--- src/rtl/core/isb_pkg.sv ---
// ----------------------------------------------------------------------------
// isb_pkg
// shared constants, codes and types of the indexed stack buffer
// ----------------------------------------------------------------------------
package isb_pkg;

  localparam int DEPTH      = 64;
  localparam int WORD_WIDTH = 32;

  localparam int ADDR_W = $clog2(DEPTH);
  localparam int CNT_W  = $clog2(DEPTH + 1);
  localparam int CMP_W  = (CNT_W > 7) ? CNT_W : 7;

  localparam logic [CMP_W-1:0] DEPTH_C = CMP_W'(DEPTH);

  localparam logic [2:0] OP_PUSH   = 3'd0;
  localparam logic [2:0] OP_POP    = 3'd1;
  localparam logic [2:0] OP_GET    = 3'd2;
  localparam logic [2:0] OP_SET    = 3'd3;
  localparam logic [2:0] OP_REMOVE = 3'd4;
  localparam logic [2:0] OP_CLEAR  = 3'd5;

  localparam logic [1:0] STAT_OK    = 2'd0;
  localparam logic [1:0] STAT_FULL  = 2'd1;
  localparam logic [1:0] STAT_EMPTY = 2'd2;
  localparam logic [1:0] STAT_RANGE = 2'd3;

  typedef enum logic [1:0] {
    S_IDLE,
    S_SH_RD,
    S_SH_WR,
    S_RESP
  } isb_state_t;

  typedef struct packed {
    logic                  wr_en;
    logic [ADDR_W-1:0]     wr_addr;
    logic [WORD_WIDTH-1:0] wr_data;
    logic                  rd_en;
    logic [ADDR_W-1:0]     rd_addr;
  } isb_mem_req_t;

  typedef struct packed {
    logic [1:0]         status;
    logic signed [31:0] read_value;
    logic [6:0]         count;
    logic               empty_flag;
  } isb_result_t;

  function automatic logic [WORD_WIDTH-1:0] to_word(input logic signed [31:0] v);
    return WORD_WIDTH'(v);
  endfunction

  function automatic logic signed [31:0] from_word(input logic [WORD_WIDTH-1:0] w);
    logic signed [WORD_WIDTH-1:0] s;
    s = w;
    return 32'(s);
  endfunction

endpackage

--- src/rtl/core/isb_mem.sv ---
// ----------------------------------------------------------------------------
// isb_mem
// element store: one write and one registered read port
// ----------------------------------------------------------------------------
module isb_mem (
  input  logic                             clk,
  input  isb_pkg::isb_mem_req_t            req,
  output logic [isb_pkg::WORD_WIDTH-1:0]   rd_data
);
  import isb_pkg::*;

  logic [WORD_WIDTH-1:0] mem [DEPTH];

  always_ff @(posedge clk) begin
    if (req.wr_en) begin
      mem[req.wr_addr] <= req.wr_data;
    end
  end

  always_ff @(posedge clk) begin
    if (req.rd_en) begin
      rd_data <= mem[req.rd_addr];
    end
  end

endmodule

--- src/rtl/core/isb_seq.sv ---
// ----------------------------------------------------------------------------
// isb_seq
// command sequencer: fill count, bounds checks and the remove shift loop
// ----------------------------------------------------------------------------
module isb_seq (
  input  logic                           clk,
  input  logic                           rst_n,
  input  logic                           in_valid,
  output logic                           in_stall,
  input  logic [2:0]                     in_opcode,
  input  logic [5:0]                     in_index,
  input  logic signed [31:0]             in_value,
  input  logic [6:0]                     cap_limit,
  input  logic                           out_free,
  output isb_pkg::isb_mem_req_t          mem_req,
  input  logic [isb_pkg::WORD_WIDTH-1:0] rd_data,
  output logic                           res_valid,
  output isb_pkg::isb_result_t           res
);
  import isb_pkg::*;

  isb_state_t        state_r, state_nxt;
  logic [CNT_W-1:0]  count_r, count_nxt;
  logic [CMP_W-1:0]  ptr_r, ptr_nxt;
  logic [1:0]        status_r, status_nxt;
  logic              rdsel_r, rdsel_nxt;

  logic              accept;
  logic [CMP_W-1:0]  idx_x, cnt_x, cfg_x, cap_x, ptr_dec, ptr_inc, idx_inc, cnt_dec;
  logic              idx_bad;
  logic [CNT_W-1:0]  res_count;

  assign accept  = in_valid && !in_stall;
  assign in_stall = !((state_r == S_IDLE) && out_free);

  assign idx_x   = CMP_W'(in_index);
  assign cnt_x   = CMP_W'(count_r);
  assign cfg_x   = CMP_W'(cap_limit);
  assign cap_x   = (cfg_x < DEPTH_C) ? cfg_x : DEPTH_C;
  assign idx_bad = (idx_x >= cnt_x) || (idx_x >= DEPTH_C);
  assign ptr_dec = ptr_r - CMP_W'(1);
  assign ptr_inc = ptr_r + CMP_W'(1);
  assign idx_inc = idx_x + CMP_W'(1);
  assign cnt_dec = cnt_x - CMP_W'(1);

  always_ff @(posedge clk) begin
    if (!rst_n) begin
      state_r <= S_IDLE;
      count_r <= '0;
    end else begin
      state_r <= state_nxt;
      count_r <= count_nxt;
    end
  end

  always_ff @(posedge clk) begin
    ptr_r    <= ptr_nxt;
    status_r <= status_nxt;
    rdsel_r  <= rdsel_nxt;
  end

  always_comb begin
    state_nxt  = state_r;
    count_nxt  = count_r;
    ptr_nxt    = ptr_r;
    status_nxt = status_r;
    rdsel_nxt  = rdsel_r;
    mem_req    = '0;
    res_valid  = 1'b0;
    res_count  = count_r;
    res.status     = status_r;
    res.read_value = '0;

    unique case (state_r)
      S_IDLE: begin
        if (accept) begin
          status_nxt = STAT_OK;
          rdsel_nxt  = 1'b0;
          res_valid  = 1'b1;
          res.status = STAT_OK;
          unique case (in_opcode)
            OP_PUSH: begin
              if (cnt_x >= cap_x) begin
                res.status = STAT_FULL;
              end else begin
                mem_req.wr_en   = 1'b1;
                mem_req.wr_addr = count_r[ADDR_W-1:0];
                mem_req.wr_data = to_word(in_value);
                count_nxt       = count_r + CNT_W'(1);
              end
            end
            OP_POP: begin
              if (count_r == '0) begin
                res.status = STAT_EMPTY;
              end else begin
                mem_req.rd_en   = 1'b1;
                mem_req.rd_addr = cnt_dec[ADDR_W-1:0];
                count_nxt       = count_r - CNT_W'(1);
                rdsel_nxt       = 1'b1;
                res_valid       = 1'b0;
                state_nxt       = S_RESP;
              end
            end
            OP_GET: begin
              if (idx_bad) begin
                res.status = STAT_RANGE;
              end else begin
                mem_req.rd_en   = 1'b1;
                mem_req.rd_addr = idx_x[ADDR_W-1:0];
                rdsel_nxt       = 1'b1;
                res_valid       = 1'b0;
                state_nxt       = S_RESP;
              end
            end
            OP_SET: begin
              if (idx_bad) begin
                res.status = STAT_RANGE;
              end else begin
                mem_req.wr_en   = 1'b1;
                mem_req.wr_addr = idx_x[ADDR_W-1:0];
                mem_req.wr_data = to_word(in_value);
              end
            end
            OP_REMOVE: begin
              if (idx_bad) begin
                res.status = STAT_RANGE;
              end else begin
                count_nxt = count_r - CNT_W'(1);
                ptr_nxt   = idx_inc;
                if (idx_inc < cnt_x) begin
                  res_valid = 1'b0;
                  state_nxt = S_SH_RD;
                end
              end
            end
            OP_CLEAR: begin
              count_nxt = '0;
            end
            default: begin
            end
          endcase
          res_count = count_nxt;
        end
      end
      S_SH_RD: begin
        mem_req.rd_en   = 1'b1;
        mem_req.rd_addr = ptr_r[ADDR_W-1:0];
        state_nxt       = S_SH_WR;
      end
      S_SH_WR: begin
        mem_req.wr_en   = 1'b1;
        mem_req.wr_addr = ptr_dec[ADDR_W-1:0];
        mem_req.wr_data = rd_data;
        ptr_nxt         = ptr_inc;
        state_nxt       = (ptr_inc <= cnt_x) ? S_SH_RD : S_RESP;
      end
      S_RESP: begin
        if (out_free) begin
          res_valid = 1'b1;
          if (rdsel_r) begin
            res.read_value = from_word(rd_data);
          end
          state_nxt = S_IDLE;
        end
      end
      default: begin
        state_nxt = S_IDLE;
      end
    endcase

    res.count      = 7'(res_count);
    res.empty_flag = (res_count == '0);
  end

  // fill count never passes the store depth
  a_count_bound: assert property (@(posedge clk) disable iff (!rst_n)
    CMP_W'(count_r) <= DEPTH_C)
    else $error("fill count above depth");

  // a result is only offered when the output side has room
  a_res_room: assert property (@(posedge clk) disable iff (!rst_n)
    res_valid |-> out_free)
    else $error("result issued without output room");

  // shift write pointer stays inside the live region
  a_shift_ptr: assert property (@(posedge clk) disable iff (!rst_n)
    (state_r == S_SH_WR) |-> (ptr_r != '0) && (ptr_r <= cnt_x))
    else $error("shift pointer out of range");

  // a successful push grows the count by one
  a_push_grow: assert property (@(posedge clk) disable iff (!rst_n)
    (accept && (in_opcode == OP_PUSH) && (cnt_x < cap_x))
      |=> (count_r == $past(count_r) + CNT_W'(1)))
    else $error("push did not grow count");

endmodule

--- src/rtl/core/indexed_stack_buffer.sv ---
// ----------------------------------------------------------------------------
// indexed_stack_buffer
// fixed store of signed words with a fill count and indexed access
//
//   channel  direction  handshake          payload
//   in_      input      in_valid/in_stall  in_opcode, in_index, in_value
//   out_     output     out_valid/out_stall out_status, out_read_value,
//                                           out_count, out_empty
//   cfg_     input      cfg_valid/cfg_ready cfg_data (capacity limit)
//
// push, set, clear, refused commands and remove of the last element answer from
// the idle state; pop and get wait in S_RESP on the registered store read
// other removes step through S_SH_RD and S_SH_WR for count - 1 - index elements, count
// taken before the remove: one read and one write of the store per element moved down
// rst_n clears the fill count and sets the capacity to 64; the store is not cleared
// out_stall holds the result register; in_stall rises while a command is in
// work or the result register cannot be freed
// ----------------------------------------------------------------------------
module indexed_stack_buffer (
  input  logic               clk,
  input  logic               rst_n,
  input  logic               in_valid,
  output logic               in_stall,
  input  logic [2:0]         in_opcode,
  input  logic [5:0]         in_index,
  input  logic signed [31:0] in_value,
  output logic               out_valid,
  input  logic               out_stall,
  output logic [1:0]         out_status,
  output logic signed [31:0] out_read_value,
  output logic [6:0]         out_count,
  output logic               out_empty,
  input  logic               cfg_valid,
  output logic               cfg_ready,
  input  logic [6:0]         cfg_data
);
  import isb_pkg::*;

  logic [6:0]            cap_r, cap_nxt;
  logic                  out_valid_r, out_valid_nxt;
  isb_result_t           out_r;
  logic                  out_free;
  isb_mem_req_t          mem_req;
  logic [WORD_WIDTH-1:0] rd_data;
  logic                  res_valid;
  isb_result_t           res;

  assign cfg_ready = 1'b1;
  assign out_free  = !out_valid_r || !out_stall;

  assign cap_nxt       = (cfg_valid && cfg_ready) ? cfg_data : cap_r;
  assign out_valid_nxt = res_valid || (out_valid_r && out_stall);

  always_ff @(posedge clk) begin
    if (!rst_n) begin
      cap_r       <= 7'd64;
      out_valid_r <= 1'b0;
    end else begin
      cap_r       <= cap_nxt;
      out_valid_r <= out_valid_nxt;
    end
  end

  always_ff @(posedge clk) begin
    if (res_valid) begin
      out_r <= res;
    end
  end

  isb_seq u_seq (
    .clk       (clk),
    .rst_n     (rst_n),
    .in_valid  (in_valid),
    .in_stall  (in_stall),
    .in_opcode (in_opcode),
    .in_index  (in_index),
    .in_value  (in_value),
    .cap_limit (cap_r),
    .out_free  (out_free),
    .mem_req   (mem_req),
    .rd_data   (rd_data),
    .res_valid (res_valid),
    .res       (res)
  );

  isb_mem u_mem (
    .clk     (clk),
    .req     (mem_req),
    .rd_data (rd_data)
  );

  assign out_valid      = out_valid_r;
  assign out_status     = out_r.status;
  assign out_read_value = out_r.read_value;
  assign out_count      = out_r.count;
  assign out_empty      = out_r.empty_flag;

endmodule

--- config.mk ---
export PLATFORM = sky130hd
export DESIGN_NAME = indexed_stack_buffer
export DESIGN_NICKNAME = d
export VERILOG_FILES = /design/src/rtl/core/isb_pkg.sv /design/src/rtl/core/isb_mem.sv /design/src/rtl/core/isb_seq.sv /design/src/rtl/core/indexed_stack_buffer.sv
export SDC_FILE = /design/constraint.sdc
export NUM_CORES = 2
export LEC_CHECK = 0
export BUFFER_PORTS_ARGS = -buffer_cell sky130_fd_sc_hd__buf_4
export CORE_ASPECT_RATIO = 1.75
export CORE_UTILIZATION = 50
export DETAILED_ROUTE_END_ITERATION = 10
export GPL_TIMING_DRIVEN = 1
export PLACE_DENSITY = 0.78
export SETUP_SLACK_MARGIN = 0.05
export SLEW_MARGIN = 30
export SYNTH_ARGS = -nofsm -noshare
export SYNTH_HDL_FRONTEND = slang
export SYNTH_SLANG_ARGS = --single-unit
--- constraint.sdc ---
create_clock -name clk -period 7.6 [get_ports clk]
set_clock_uncertainty 0.15 [all_clocks]
set_input_delay 1.9 -clock clk [delete_from_list [all_inputs] [get_ports clk]]
set_output_delay 1.9 -clock clk [all_outputs]
set_load 0.01 [all_outputs]
==> summary.txt <==
Floorplan
  – Site Rows: just under 200
  – Die extent in y: around 540 µm
  – Core area: about 160000 µm²
  – Die width: 310 µm
  – I/O pin cnt: 98
  – DIE AREA: about 170000 µm²
  – Starting Density: 0.503

Yosys
  – Synthesized area: 82900 µm²
  – Area share of and/or/nand/nor cells after synthesis: 0.0252
  – Compound-gate portion of the synthesized area: 0.0362
  – Ys flop type: edfxtp_1
  – EDFF count, synth: roughly 2100
  – Mux share of post-synthesis cell area: 0.140
  – Avg Inst Size Synth: roughly 22 µm²
  – Yosys warning count: 0
  – Yosys top cell area share: 0.772
  – Cells after Synth: 3689
  – Adder-cell share of the synthesized area: 0.00589
  – Seq/Total Area, Yosys: 0.776
  – Synth async-reset ratio: 0
  – Post-synthesis register bit count: around 2100
  – Mapped Nets: 3781
  – XOR/XNOR share of the synthesized area: 0.00201
  – Dominant cell type by area after synthesis: edfxtp_1
  – Unique masters post-synth: 73
  – Largest cells by area after synthesis: edfxtp_1 (77%), mux4_2 (14%), a22oi_1 (2.4%)
  – Combinational family with the most area after synthesis: multiplexers

STA
  – Final period util: 0.805
  – Slew Viols, Final: 0
  – Setup TNS: 0 ps
  – RSZ-0062 raised after global routing: no
  – Post-layout min period: 6120 ps
  – Relative slew slack: 0.273
  – Max frequency: around 160 MHz
  – Hold WS: 379 ps
  – Tightest Pin Transition: 1090 ps
  – Final setup fails: 0
  – Hold Vio Cnt, Final: 0

Drt
  – Avg Vias per Cell: roughly 6.8
  – 1st-pass router iterations: 5
  – Antenna-violating nets left: 0
  – DRC: 0
  – Via count: 43000
  – DRT Wirelength: 231000 µm
  – WL/cell: 36.8 µm
  – DR iter-0 viols: a little over 6000

GRT
  – Most used routing layer: met2
  – GRT Total Usage: 0.276
  – Met2 usage: 0.478
  – Largest net degree at the start of global routing: 65
  – Total global routing overflow: 0
  – GRT met3 Usage: 0.0510
  – Vias in the first global route: 43900
  – M1 GR Usage: 0.300
  – Initial antenna violation count: 15
  – First-pass GRT wire length: 322000 µm

Pwr
  – Peak VDD IR: 0.188 mV
  – Pwr dens: 314 nW/µm²
  – Psw: 8.09 mW
  – Sequential share of power: 0.497
  – Int Power: 21.3 mW
  – Combinational power share: 0.201
  – Switch share: 0.275
  – Clock share of power: 0.302
  – Pleak: 28.9 nW

Run
  – Max-capacitance violation count: 0

Cells and area
  – Layout area overhead: 12.9%
  – Commonest cells after routing, fill and taps aside: edfxtp_1 (2130), mux4_2 (512), a22oi_1 (261)
  – Most common cell after layout, fill and taps aside: edfxtp_1
  – Finished Cell Area: 93600 µm²
  – Layout cells sized above 1: 0.287
  – Final-stage net count: 4053

Setup path
  – Most used cell, CP: buf_4
  – Highest cell delay on the worst timing path: around 890 ps
  – CP max stage cell: o21ai_4
  – Kind of critical path: in2reg
  – Worst EP arrival: roughly 6500 ps
  – Startpoint types: input port
  – Crit path cell chain: buf_4 > inv_1 > ha_1 > nand2b_1 > a211oi_1 > o21ai_1 > o21ai_4 > buf_4 > mux4_2 > a22oi_1 > nand4_1 > or2_1
  – Reg-to-Reg Start: u_seq.cnt_x[2]
  – Setup crit end kind: flop
  – CP Max Fanout: 20
  – Req. time, crit path: 7980 ps
  – Crit path launch: in_index[0]

CTS
  – Setup Fix Bufs, Post-CTS: 0
  – Cts repair resizes: 0
  – Hold-fix buffers, CTS: 0
  – Clock sink count: approximately 2100
  – Num CTS Buffers: 172
  – TritonCTS clock tree: done
  – Root Buffer: clkbuf_16
  – Longest Clk Path Bufs: 4
  – Htree depth: 4
  – Clock Latency Late Sink: 840 ps
  – Clock transition at path regs: 80 ps

Hold path
  – Min-delay src: cap_r[5]
  – HP Class: reg2reg

Placed design
  – Placed cell areas: 88100 µm²
  – DP HPWL: approximately 130000 µm
  – Port Buffers: 96
  – Placer Congestion: approximately 0.94

Run status
  – Run status: complete, no violations
==> metal layers <==
layer  up-vias  share of wire
met4         8          0.084
met5         -        0.00024
met2      3554           0.52
met3       973           0.10
li1      16300              -
met1     22100           0.30
==> cell usage after synthesis, drive strengths merged, types with 14 or more instances <==
| cell | n |
|---|---|
| edfxtp | 2130 |
| mux4 | 512 |
| a22oi | 261 |
| buf | 153 |
| nor2 | 86 |
| nand4 | 68 |
| clkbuf | 44 |
| and2 | 41 |
| ha | 39 |
| nand2 | 35 |
| or2 | 34 |
| a22o | 32 |
| inv | 20 |
| a21oi | 19 |
| o21ai | 19 |
| dfxtp | 17 |
| nand3 | 14 |
==> critical path: cells and delay by family <==
kind | cells | cell delay [ps]
compound gates | 4 | 2300
simple gates | 3 | 960
buf+inv | 3 | 680
mux | 1 | 370
fa+ha+maj | 1 | 280
==> worst paths after layout <==
kind                  endpoint  slack [ps]  cells past startpoint
max          u_mem.rd_data[14]        1480                     12
min                   cap_r[5]         380                      2
max reg2reg  u_mem.rd_data[14]        1820                     10
min reg2reg           cap_r[5]         380                      2
==> state kept, by name, indices dropped and copies added (netlist names), 2 cells and up <==
name	flops
u_seq.state_r	2
out_status	2
out_read_value	32
u_mem.mem	2048
u_seq.ptr_r	7
out_count	7
cap_r	7
u_mem.rd_data	32
u_seq.cnt_x	7
==> power by group through the flow <==
stage                     clock network [mW]  logic, mW  registers (mW)
after floorplan                            0       3.50            14.7
after global placement                     0       5.51            14.8
after detailed placement                   0       5.67            14.8
after CTS                               8.91       5.80            14.6
after global routing                    9.28       6.12            14.6
final                                   8.88       5.89            14.6
==> cells by family after synthesis <==
| kind of cell | Yosys count |
|---|---|
| flops | 2147 |
| mux | 521 |
| compound gates | 397 |
| simple gates | 348 |
| buf+inv | 217 |
| fa+ha+maj | 39 |
| xor+xnor | 19 |
| other cells | 1 |
==> area by class of cell <==
cell class / instances / area [µm²]
fillers: 11300 / 71100
flip-flops and latches: 2147 / 64300
multi-input cells: 1325 / 18200
clock buffers: 196 / 4460
repair buffers: 295 / 2860
well taps: 2189 / 2740
clock inverters: 105 / 941
inverters: 20 / 75.1
diodes: 8 / 20.0
==> metrics by stage <==
step / std cells / setup WS [ps] / power [mW] / utilization
2_1_floorplan: 3689 / 770 / 18.2 / -
3_3_place_gp: 5974 / 585 / 20.3 / 0.534
3_5_place_dp: 5976 / 899 / 20.5 / 0.535
4_1_cts: 6277 / 1670 / 29.3 / 0.568
5_1_grt: 6279 / 1400 / 30.0 / 0.568
6_report: 6285 / 1480 / 29.4 / 0.568
No activity file was read; power rests on OpenSTA's default activity.
